--- src/design/adq_pkg.sv ---
// ----------------------------------------------------------------------------
// adq_pkg
// Shared types and constants of the array double-ended queue unit.
// ----------------------------------------------------------------------------
package adq_pkg;

   localparam int DEPTH_DEFAULT = 16;
   localparam int DATA_W        = 32;
   localparam int CAP_W         = 5;
   localparam int PADDR_W       = 3;
   localparam int PDATA_W       = 32;

   localparam logic [CAP_W-1:0] CAP_RESET = 5'd16;

   // register index as seen on paddr[2]
   localparam logic REG_CAPACITY = 1'b0;

   typedef enum logic [1:0] {
      CMD_INSERT_REAR  = 2'd0,
      CMD_DELETE_FRONT = 2'd1,
      CMD_INSERT_FRONT = 2'd2,
      CMD_DELETE_REAR  = 2'd3
   } cmd_type;

   typedef enum logic [1:0] {
      STATUS_DONE      = 2'd0,
      STATUS_FULL_REAR = 2'd1,
      STATUS_NO_FRONT  = 2'd2,
      STATUS_EMPTY     = 2'd3
   } status_type;

   typedef enum logic {
      FSM_IDLE = 1'b0,
      FSM_READ = 1'b1
   } fsm_state_type;

   typedef struct packed {
      logic [1:0]               command;
      logic signed [DATA_W-1:0] value;
   } req_payload_type;

   typedef struct packed {
      logic [1:0]               status;
      logic signed [DATA_W-1:0] removed_value;
   } rsp_payload_type;

   // controller to datapath
   typedef struct packed {
      logic accept;
      logic finish_read;
   } ctrl_cmd_type;

   // datapath to controller
   typedef struct packed {
      logic out_free;
      logic need_read;
   } dp_status_type;

endpackage

--- src/design/adq_ram.sv ---
// ----------------------------------------------------------------------------
// adq_ram
// Generic single-write, single-read RAM with registered read data.
// ----------------------------------------------------------------------------
module adq_ram #(
   parameter int WIDTH = 32,
   parameter int DEPTH = 16,
   localparam int ADDR_W = $clog2(DEPTH)
) (
   input  logic              clock,
   input  logic              wr_en,
   input  logic [ADDR_W-1:0] wr_addr,
   input  logic [WIDTH-1:0]  wr_data,
   input  logic              rd_en,
   input  logic [ADDR_W-1:0] rd_addr,
   output logic [WIDTH-1:0]  rd_data
);

   logic [WIDTH-1:0] mem_ff [DEPTH];
   logic [WIDTH-1:0] rd_data_ff;

   always_ff @(posedge clock) begin
      if (wr_en) begin
         mem_ff[wr_addr] <= wr_data;
      end
      if (rd_en) begin
         rd_data_ff <= mem_ff[rd_addr];
      end
   end

   assign rd_data = rd_data_ff;

endmodule

--- src/design/adq_ctrl.sv ---
// ----------------------------------------------------------------------------
// adq_ctrl
// Command sequencer: takes a beat, then on deletes waits for the registered RAM read data.
// ----------------------------------------------------------------------------
module adq_ctrl (
   input  logic                  clock,
   input  logic                  reset,
   input  logic                  req_valid,
   input  adq_pkg::dp_status_type dp_status,
   output logic                  req_stall,
   output adq_pkg::ctrl_cmd_type ctrl_cmd
);

   adq_pkg::fsm_state_type state_ff, state_in;

   always_ff @(posedge clock) begin
      if (reset) begin
         state_ff <= adq_pkg::FSM_IDLE;
      end else begin
         state_ff <= state_in;
      end
   end

   always_comb begin
      state_in             = state_ff;
      req_stall            = 1'b1;
      ctrl_cmd.accept      = 1'b0;
      ctrl_cmd.finish_read = 1'b0;
      unique case (state_ff)
         adq_pkg::FSM_IDLE: begin
            req_stall       = !dp_status.out_free;
            ctrl_cmd.accept = req_valid && dp_status.out_free;
            if (ctrl_cmd.accept && dp_status.need_read) begin
               state_in = adq_pkg::FSM_READ;
            end
         end
         adq_pkg::FSM_READ: begin
            // ram data is valid now, move it out once the output slot frees
            if (dp_status.out_free) begin
               ctrl_cmd.finish_read = 1'b1;
               state_in             = adq_pkg::FSM_IDLE;
            end
         end
         default: begin
            state_in = adq_pkg::FSM_IDLE;
         end
      endcase
   end

endmodule

--- src/design/adq_datapath.sv ---
// ----------------------------------------------------------------------------
// adq_datapath
// Pointers, capacity register, entry store and result register.
// ----------------------------------------------------------------------------
module adq_datapath #(
   parameter int DEPTH = adq_pkg::DEPTH_DEFAULT
) (
   input  logic                            clock,
   input  logic                            reset,
   input  adq_pkg::req_payload_type        req_payload,
   output adq_pkg::rsp_payload_type        rsp_payload,
   output logic                            rsp_valid,
   input  logic                            rsp_stall,
   input  logic                            csr_psel,
   input  logic                            csr_penable,
   input  logic                            csr_pwrite,
   input  logic [adq_pkg::PADDR_W-1:0]     csr_paddr,
   input  logic [adq_pkg::PDATA_W-1:0]     csr_pwdata,
   output logic [adq_pkg::PDATA_W-1:0]     csr_prdata,
   input  adq_pkg::ctrl_cmd_type           ctrl_cmd,
   output adq_pkg::dp_status_type          dp_status
);

   localparam int ADDR_W = $clog2(DEPTH);
   localparam int PTR_W  = $clog2(DEPTH + 1);
   localparam int CMP_W  = (PTR_W > adq_pkg::CAP_W) ? PTR_W : adq_pkg::CAP_W;
   localparam logic [CMP_W-1:0] DEPTH_C = CMP_W'(DEPTH);

   logic [PTR_W-1:0]          front_ff, front_in;
   logic [PTR_W-1:0]          rear_ff, rear_in;
   logic [adq_pkg::CAP_W-1:0] cap_ff, cap_in;
   logic                      rsp_valid_ff, rsp_valid_in;
   adq_pkg::rsp_payload_type  rsp_payload_ff, rsp_payload_in;

   logic                      empty;
   logic                      full_rear;
   logic [PTR_W-1:0]          front_dec;
   logic [PTR_W-1:0]          rear_dec;
   logic                      wr_want;
   logic                      rd_want;
   logic [ADDR_W-1:0]         wr_addr;
   logic [ADDR_W-1:0]         rd_addr;
   logic [adq_pkg::DATA_W-1:0] rd_data;
   logic [PTR_W-1:0]          front_next;
   logic [PTR_W-1:0]          rear_next;
   adq_pkg::status_type       status_now;
   logic                      csr_write;

   // csr
   assign csr_write = csr_psel && csr_penable && csr_pwrite
                      && (csr_paddr[2] == adq_pkg::REG_CAPACITY);
   assign cap_in    = csr_write ? csr_pwdata[adq_pkg::CAP_W-1:0] : cap_ff;
   assign csr_prdata = (csr_paddr[2] == adq_pkg::REG_CAPACITY)
                       ? adq_pkg::PDATA_W'(cap_ff) : '0;

   // command decode
   assign empty     = front_ff >= rear_ff;
   assign full_rear = (CMP_W'(rear_ff) >= CMP_W'(cap_ff)) || (CMP_W'(rear_ff) >= DEPTH_C);
   assign front_dec = front_ff - PTR_W'(1);
   assign rear_dec  = rear_ff - PTR_W'(1);

   always_comb begin
      status_now = adq_pkg::STATUS_DONE;
      front_next = front_ff;
      rear_next  = rear_ff;
      wr_want    = 1'b0;
      rd_want    = 1'b0;
      wr_addr    = rear_ff[ADDR_W-1:0];
      rd_addr    = front_ff[ADDR_W-1:0];
      unique case (adq_pkg::cmd_type'(req_payload.command))
         adq_pkg::CMD_INSERT_REAR: begin
            if (full_rear) begin
               status_now = adq_pkg::STATUS_FULL_REAR;
            end else begin
               wr_want   = 1'b1;
               rear_next = rear_ff + PTR_W'(1);
            end
         end
         adq_pkg::CMD_INSERT_FRONT: begin
            if (front_ff == '0) begin
               status_now = adq_pkg::STATUS_NO_FRONT;
            end else begin
               wr_want    = 1'b1;
               wr_addr    = front_dec[ADDR_W-1:0];
               front_next = front_dec;
            end
         end
         adq_pkg::CMD_DELETE_FRONT: begin
            if (empty) begin
               status_now = adq_pkg::STATUS_EMPTY;
               front_next = '0;
               rear_next  = '0;
            end else begin
               rd_want    = 1'b1;
               front_next = front_ff + PTR_W'(1);
            end
         end
         adq_pkg::CMD_DELETE_REAR: begin
            if (empty) begin
               status_now = adq_pkg::STATUS_EMPTY;
               front_next = '0;
               rear_next  = '0;
            end else begin
               rd_want   = 1'b1;
               rd_addr   = rear_dec[ADDR_W-1:0];
               rear_next = rear_dec;
            end
         end
         default: begin
            status_now = adq_pkg::STATUS_DONE;
         end
      endcase
   end

   assign front_in = ctrl_cmd.accept ? front_next : front_ff;
   assign rear_in  = ctrl_cmd.accept ? rear_next : rear_ff;

   adq_ram #(
      .WIDTH (adq_pkg::DATA_W),
      .DEPTH (DEPTH)
   ) u_adq_ram (
      .clock   (clock),
      .wr_en   (ctrl_cmd.accept && wr_want),
      .wr_addr (wr_addr),
      .wr_data (req_payload.value),
      .rd_en   (ctrl_cmd.accept && rd_want),
      .rd_addr (rd_addr),
      .rd_data (rd_data)
   );

   // result register
   always_comb begin
      rsp_valid_in   = rsp_valid_ff;
      rsp_payload_in = rsp_payload_ff;
      priority if (ctrl_cmd.accept && !rd_want) begin
         rsp_valid_in                 = 1'b1;
         rsp_payload_in.status        = status_now;
         rsp_payload_in.removed_value = '0;
      end else if (ctrl_cmd.finish_read) begin
         rsp_valid_in                 = 1'b1;
         rsp_payload_in.status        = adq_pkg::STATUS_DONE;
         rsp_payload_in.removed_value = rd_data;
      end else if (!rsp_stall) begin
         rsp_valid_in = 1'b0;
      end
   end

   always_ff @(posedge clock) begin
      if (reset) begin
         front_ff     <= '0;
         rear_ff      <= '0;
         cap_ff       <= adq_pkg::CAP_RESET;
         rsp_valid_ff <= 1'b0;
      end else begin
         front_ff     <= front_in;
         rear_ff      <= rear_in;
         cap_ff       <= cap_in;
         rsp_valid_ff <= rsp_valid_in;
      end
   end

   always_ff @(posedge clock) begin
      rsp_payload_ff <= rsp_payload_in;
   end

   assign rsp_valid           = rsp_valid_ff;
   assign rsp_payload         = rsp_payload_ff;
   assign dp_status.out_free  = !rsp_valid_ff || !rsp_stall;
   assign dp_status.need_read = rd_want;

endmodule

--- src/design/array_double_ended_queue_unit.sv ---
// ----------------------------------------------------------------------------
// array_double_ended_queue_unit
// Linear-array deque: insert or delete at either end, one result per command.
// ----------------------------------------------------------------------------
//
//   channel  direction  handshake            payload
//   req_     in         req_valid/req_stall  command, value
//   rsp_     out        rsp_valid/rsp_stall  status, removed_value
//   csr_     in/out     apb psel/penable     capacity at byte address 0
//
// inserts and failed commands are written straight into the result register; a delete
//   from a non-empty queue first passes the registered read port of the entry ram
// a new beat is taken while the sequencer is idle and the result register is empty or drains that cycle
// reset clears the pointers and sets capacity to 16; the entry store is not
//   cleared, no clearing pass
// a stalled result holds in the output register and blocks further beats
//
module array_double_ended_queue_unit #(
   parameter int DEPTH = adq_pkg::DEPTH_DEFAULT
) (
   input  logic                        clock,
   input  logic                        reset,
   // command beats
   input  logic                        req_valid,
   output logic                        req_stall,
   input  adq_pkg::req_payload_type    req_payload,
   // result beats
   output logic                        rsp_valid,
   input  logic                        rsp_stall,
   output adq_pkg::rsp_payload_type    rsp_payload,
   // register port
   input  logic                        csr_psel,
   input  logic                        csr_penable,
   input  logic                        csr_pwrite,
   input  logic [adq_pkg::PADDR_W-1:0] csr_paddr,
   input  logic [adq_pkg::PDATA_W-1:0] csr_pwdata,
   output logic [adq_pkg::PDATA_W-1:0] csr_prdata,
   output logic                        csr_pready
);

   adq_pkg::ctrl_cmd_type  ctrl_cmd;
   adq_pkg::dp_status_type dp_status;

   // no wait states on the register port
   assign csr_pready = 1'b1;

   // sequencer: idle or waiting on ram data
   adq_ctrl u_adq_ctrl (
      .clock     (clock),
      .reset     (reset),
      .req_valid (req_valid),
      .dp_status (dp_status),
      .req_stall (req_stall),
      .ctrl_cmd  (ctrl_cmd)
   );

   // pointers, store and result register
   adq_datapath #(
      .DEPTH (DEPTH)
   ) u_adq_datapath (
      .clock       (clock),
      .reset       (reset),
      .req_payload (req_payload),
      .rsp_payload (rsp_payload),
      .rsp_valid   (rsp_valid),
      .rsp_stall   (rsp_stall),
      .csr_psel    (csr_psel),
      .csr_penable (csr_penable),
      .csr_pwrite  (csr_pwrite),
      .csr_paddr   (csr_paddr),
      .csr_pwdata  (csr_pwdata),
      .csr_prdata  (csr_prdata),
      .ctrl_cmd    (ctrl_cmd),
      .dp_status   (dp_status)
   );

endmodule

--- config.mk ---
export PLATFORM = sky130hd
export DESIGN_NAME = array_double_ended_queue_unit
export DESIGN_NICKNAME = d
export VERILOG_FILES = /design/src/design/adq_pkg.sv /design/src/design/adq_ram.sv /design/src/design/adq_ctrl.sv /design/src/design/adq_datapath.sv /design/src/design/array_double_ended_queue_unit.sv
export SDC_FILE = /design/constraint.sdc
export NUM_CORES = 1
export LEC_CHECK = 0
export BUFFER_PORTS_ARGS = -buffer_cell sky130_fd_sc_hd__buf_2
export CORE_MARGIN = 4
export CORE_UTILIZATION = 49
export DETAILED_ROUTE_END_ITERATION = 7
export GPL_ROUTABILITY_DRIVEN = 0
export PLACE_DENSITY = 0.69
export SYNTH_ARGS = -nofsm -noshare
export SYNTH_HDL_FRONTEND = slang
export SYNTH_SLANG_ARGS = --single-unit
--- constraint.sdc ---
create_clock -name clock -period 5.4 [get_ports clock]
set_input_delay 0.54 -clock clock [delete_from_list [all_inputs] [get_ports clock]]
set_output_delay 0.54 -clock clock [all_outputs]
set_load 0.05 [all_outputs]
==> impl_metrics.toml <==
[outcome]
outcome = "finished, final reports clean"

[place]
io_buffer_count = 87
place_area_um2 = 25140
detailedPlacementHpwl_mm = 30.98
worst_setup_slack_before_clock_tree_synthesis_ns = 0.9871

[yosys]
post_synth_num_cell_types = 57
synth-seq-cells = 595
syn-cell-area_um2 = 23910
seq_area_frac_synth = 0.7268
yosys.area.top_type_share = 0.6858
synth.area.top_cells = "sky130_fd_sc_hd__edfxtp_1, sky130_fd_sc_hd__mux2i_1, sky130_fd_sc_hd__nand2_1, sky130_fd_sc_hd__dfxtp_1, sky130_fd_sc_hd__a21oi_1"
synthFlopType = "sky130_fd_sc_hd__edfxtp_1"
count_of_flip_flops_with_a_built_in_enable_after_synthesis = 546
synth_area_leader = "sky130_fd_sc_hd__edfxtp_1"
synthesis.instances = 1666
average_cell_area_after_synthesis_um2 = 14.35
async_reset_ff_frac = 0
synthesis.yosys.warnings = 0

[floorplan]
die_area_um2 = 52390
ioPinCount = 145
num_rows = 80
die_span_in_x_um = 228.9
floorplan.core_area_um2 = 47950
die_h_um = 228.9
initial_core_util = 0.4986

[detailed_routing]
routed_wire_length_per_instance_um = 23.25
detail-route-antenna-nets = 0
drtIter0Drc = 1698
detailedRoute.firstPassIterationCount = 5
detail_route.vias_per_cell = 5.884
via_count = 14250
drc = 0
totalWireLength_mm = 56.28

[global_route]
globalRouteOverflowTotal = 0
overall_track_demand_over_capacity_in_global_routing = 0.2084
first_global_vias = 13650
grt_first_pass_wirelength_mm = 83.89
grt_antenna_before_repair = 3
grt_start_max_net_pins = 103

[sta]
maxSlewViolCount = 0
slew_headroom = 0.2930
number_of_failing_hold_endpoints_at_the_final_stage = 0
highest_clock_rate_mhz = 226.0
period_minus_slack_ns = 4.425
rsz0062_at_grt = "no"
setup_slack_ns = 0.9755
setup_viol_count_final = 0
worst_margin_slew_ns = 1.059
worst_clock_skew_ns = 0.01681
post-route-period-util = 0.8194

[setup_path]
reg2reg_launch_point = "u_adq_datapath.front_ff[0]"
arrival_ns = 4.73
worstPathCellList = "inv_1 > ha_1 > nor4b_1 > nor3_2 > o32a_1 > or3b_2 > nor2_4 > buf_4"
timing.critical_path.from = "u_adq_datapath.front_ff[0]"
critical_path.reg2reg.endpoint = "u_adq_datapath.u_adq_ram.mem_ff[6][22]"
worst_path_dominant_cell_family = "simple AND/OR/NAND/NOR gates"
cp.required_ns = 5.70
critPathMaxStageDelay_ns = 0.78
endpoint_kind = "flip-flop"
critical_path_depth = 8
critPathSlowestCell = "sky130_fd_sc_hd__o32a_1"
reg2reg_slack_ns = 0.98
criticalPathCategory = "flip-flop to flip-flop"
critical_path_buf_inv_count = 2
worst_r2r_path_depth = 8
critical_path.startpoint_type = "flip-flop"
cp-endpoint = "u_adq_datapath.u_adq_ram.mem_ff[6][22]"
crit_fanout = 14

[cells_and_area]
area_of_all_placed_cells_without_fillers_um2 = 27000
utilization = 0.5631
layout_cells_sized_above_1 = 0.1452
area_growth_pct = 12.93
design.final.nets = 1848

[cts]
clock_tree_from_tritoncts = "done"
cts_sinks = 595
postCtsResizedCells = 0
clock_path_buffers = 3
clock_latency_ns = 0.63
clock-root-buffer = "sky130_fd_sc_hd__clkbuf_16"
numCtsBuffers = 58
cts.repair_timing.setup_buffer_count = 0
cts_hold_buffers = 0
cts.htree.levels = 2
path_clk_slew_ns = 0.06

[flow_run]
maxCapViolCount = 0

[pwr]
power.ir.vdd_worst_mv = 0.3112
power_per_cell_area_nw_per_um2 = 439.1
power_leakage_nw = 9.770

[min_path]
hp-class = "input pin to flip-flop"
area by class of cell:
cell class,count,area [um^2]
tap,615,769.5
sequential,595,17380
timing repair buffer,137,873.3
multi-input combinational,948,6056
clock buffer,70,1496
antenna,1,2.502
fill,3711,20950
inverter,18,67.56
clock inverter,37,356.6
sequential cells by signal, summed over array words and instances, names as in the netlist:
name	count
u_adq_datapath.u_adq_ram.mem_ff	512
u_adq_datapath.rsp_payload	34
u_adq_datapath.u_adq_ram.rd_data	32
u_adq_datapath.cap_ff	5
u_adq_datapath.front_ff	5
u_adq_datapath.rear_ff	5
u_adq_ctrl.state_ff	1
u_adq_datapath.rsp_valid	1
placed cells by master (no fill, tap or decap), types with 6 or more instances in the layout:
master | synthesis | final
sky130_fd_sc_hd__nor2_1 | 36 | 28
sky130_fd_sc_hd__buf_4 | 41 | 45
sky130_fd_sc_hd__a21oi_1 | 137 | 137
sky130_fd_sc_hd__a32oi_1 | 34 | 34
sky130_fd_sc_hd__o31ai_1 | 12 | 12
sky130_fd_sc_hd__o21ai_0 | 34 | 34
sky130_fd_sc_hd__clkinv_1 | 0 | 13
sky130_fd_sc_hd__a21o_1 | 6 | 6
sky130_fd_sc_hd__a211oi_1 | 8 | 8
sky130_fd_sc_hd__o22ai_1 | 15 | 15
sky130_fd_sc_hd__clkinv_2 | 0 | 10
sky130_fd_sc_hd__a22o_1 | 31 | 31
sky130_fd_sc_hd__a221oi_2 | 9 | 9
sky130_fd_sc_hd__nor4_4 | 0 | 6
sky130_fd_sc_hd__mux2i_1 | 152 | 150
sky130_fd_sc_hd__nor3_1 | 7 | 7
sky130_fd_sc_hd__ha_1 | 14 | 14
sky130_fd_sc_hd__nor2_4 | 0 | 8
sky130_fd_sc_hd__inv_1 | 18 | 18
sky130_fd_sc_hd__dfxtp_1 | 49 | 49
sky130_fd_sc_hd__clkbuf_1 | 39 | 12
sky130_fd_sc_hd__buf_2 | 47 | 87
sky130_fd_sc_hd__nand3_1 | 38 | 38
sky130_fd_sc_hd__edfxtp_1 | 546 | 546
sky130_fd_sc_hd__conb_1 | 2 | 28
sky130_fd_sc_hd__clkbuf_16 | 0 | 58
sky130_fd_sc_hd__a22oi_1 | 31 | 31
sky130_fd_sc_hd__a221oi_1 | 7 | 7
sky130_fd_sc_hd__nand2_1 | 292 | 292
cell families after synthesis:
group	count (synthesis)	synth area share
AOI/OAI and AO/OA	339	0.09514
xor gates and xnor gates	5	0.001832
adders and majority gates	14	0.007327
buffers and inverters	149	0.03323
DFF	595	0.7268
muxes	153	0.06411
other	2	0.0003141
and+or+nand+nor	409	0.07123
report_power, final:
group | internal (mW) | switching, mW | total, mW
sequential | 5.24 | 0.0738 | 5.31
clock | 2.22 | 1.70 | 3.93
combinational | 0.860 | 1.76 | 2.62
total | 8.32 | 3.54 | 11.9
metrics by stage:
step	power [mW]	TNS (ns)	hold slack, ns	cells
5_1_grt	12.33	0	0.1696	2420
2_1_floorplan	7.258	-12.16	0.4354	1692
3_3_place_gp	7.953	0	0.4409	2313
4_1_cts	11.91	0	0.1385	2420
3_5_place_dp	8.010	0	0.4486	2313
6_report	11.86	0	0.1662	2421
worst min-delay path, stage by stage:
cell                      delay (ns)
sky130_fd_sc_hd__buf_2          0.08
sky130_fd_sc_hd__mux2i_1        0.05
sky130_fd_sc_hd__nor2_1         0.07
Yosys cell counts, types with 7 or more instances:
cell and count:
sky130_fd_sc_hd__nand3_1 38, sky130_fd_sc_hd__clkbuf_1 39, sky130_fd_sc_hd__a22o_1 31, sky130_fd_sc_hd__dfxtp_1 49, sky130_fd_sc_hd__o22ai_1 15, sky130_fd_sc_hd__o21ai_0 34
sky130_fd_sc_hd__o31ai_1 12, sky130_fd_sc_hd__ha_1 14, sky130_fd_sc_hd__buf_4 41, sky130_fd_sc_hd__nor2_1 36, sky130_fd_sc_hd__a221oi_1 7, sky130_fd_sc_hd__nor3_1 7
sky130_fd_sc_hd__a211oi_1 8, sky130_fd_sc_hd__buf_2 47, sky130_fd_sc_hd__edfxtp_1 546, sky130_fd_sc_hd__mux2i_1 152, sky130_fd_sc_hd__a221oi_2 9, sky130_fd_sc_hd__inv_1 18
sky130_fd_sc_hd__nor4_1 9, sky130_fd_sc_hd__a22oi_1 31, sky130_fd_sc_hd__a32oi_1 34, sky130_fd_sc_hd__nand2_1 292, sky130_fd_sc_hd__a21oi_1 137
layer usage:
| metal | routed length [um] | global-route usage | part of all wire |
|---|---|---|---|
| met1 | 23910 | 0.2952 | 0.42 |
| met5 | 7 | 0 | 0.00012 |
| met2 | 26620 | 0.3349 | 0.47 |
| met4 | 1313 | 0.05287 | 0.023 |
| met3 | 4430 | 0.04163 | 0.079 |
worst min-delay path by stage:
stage | end | from | cells after the start | slack [ns]
floorplan | u_adq_datapath.cap_ff[4] | u_adq_datapath.cap_ff[4] | 1 | 0.44
global placement | u_adq_datapath.rsp_payload[17] | u_adq_datapath.rsp_payload[17] | 2 | 0.44
detailed placement | u_adq_datapath.rsp_payload[14] | u_adq_datapath.rsp_payload[14] | 2 | 0.45
CTS | u_adq_datapath.cap_ff[0] | csr_pwdata[0] | 3 | 0.14
global route | u_adq_datapath.cap_ff[1] | csr_pwdata[1] | 3 | 0.17
finish | u_adq_datapath.cap_ff[0] | csr_pwdata[0] | 3 | 0.17
(Power assumes the default switching activity.)
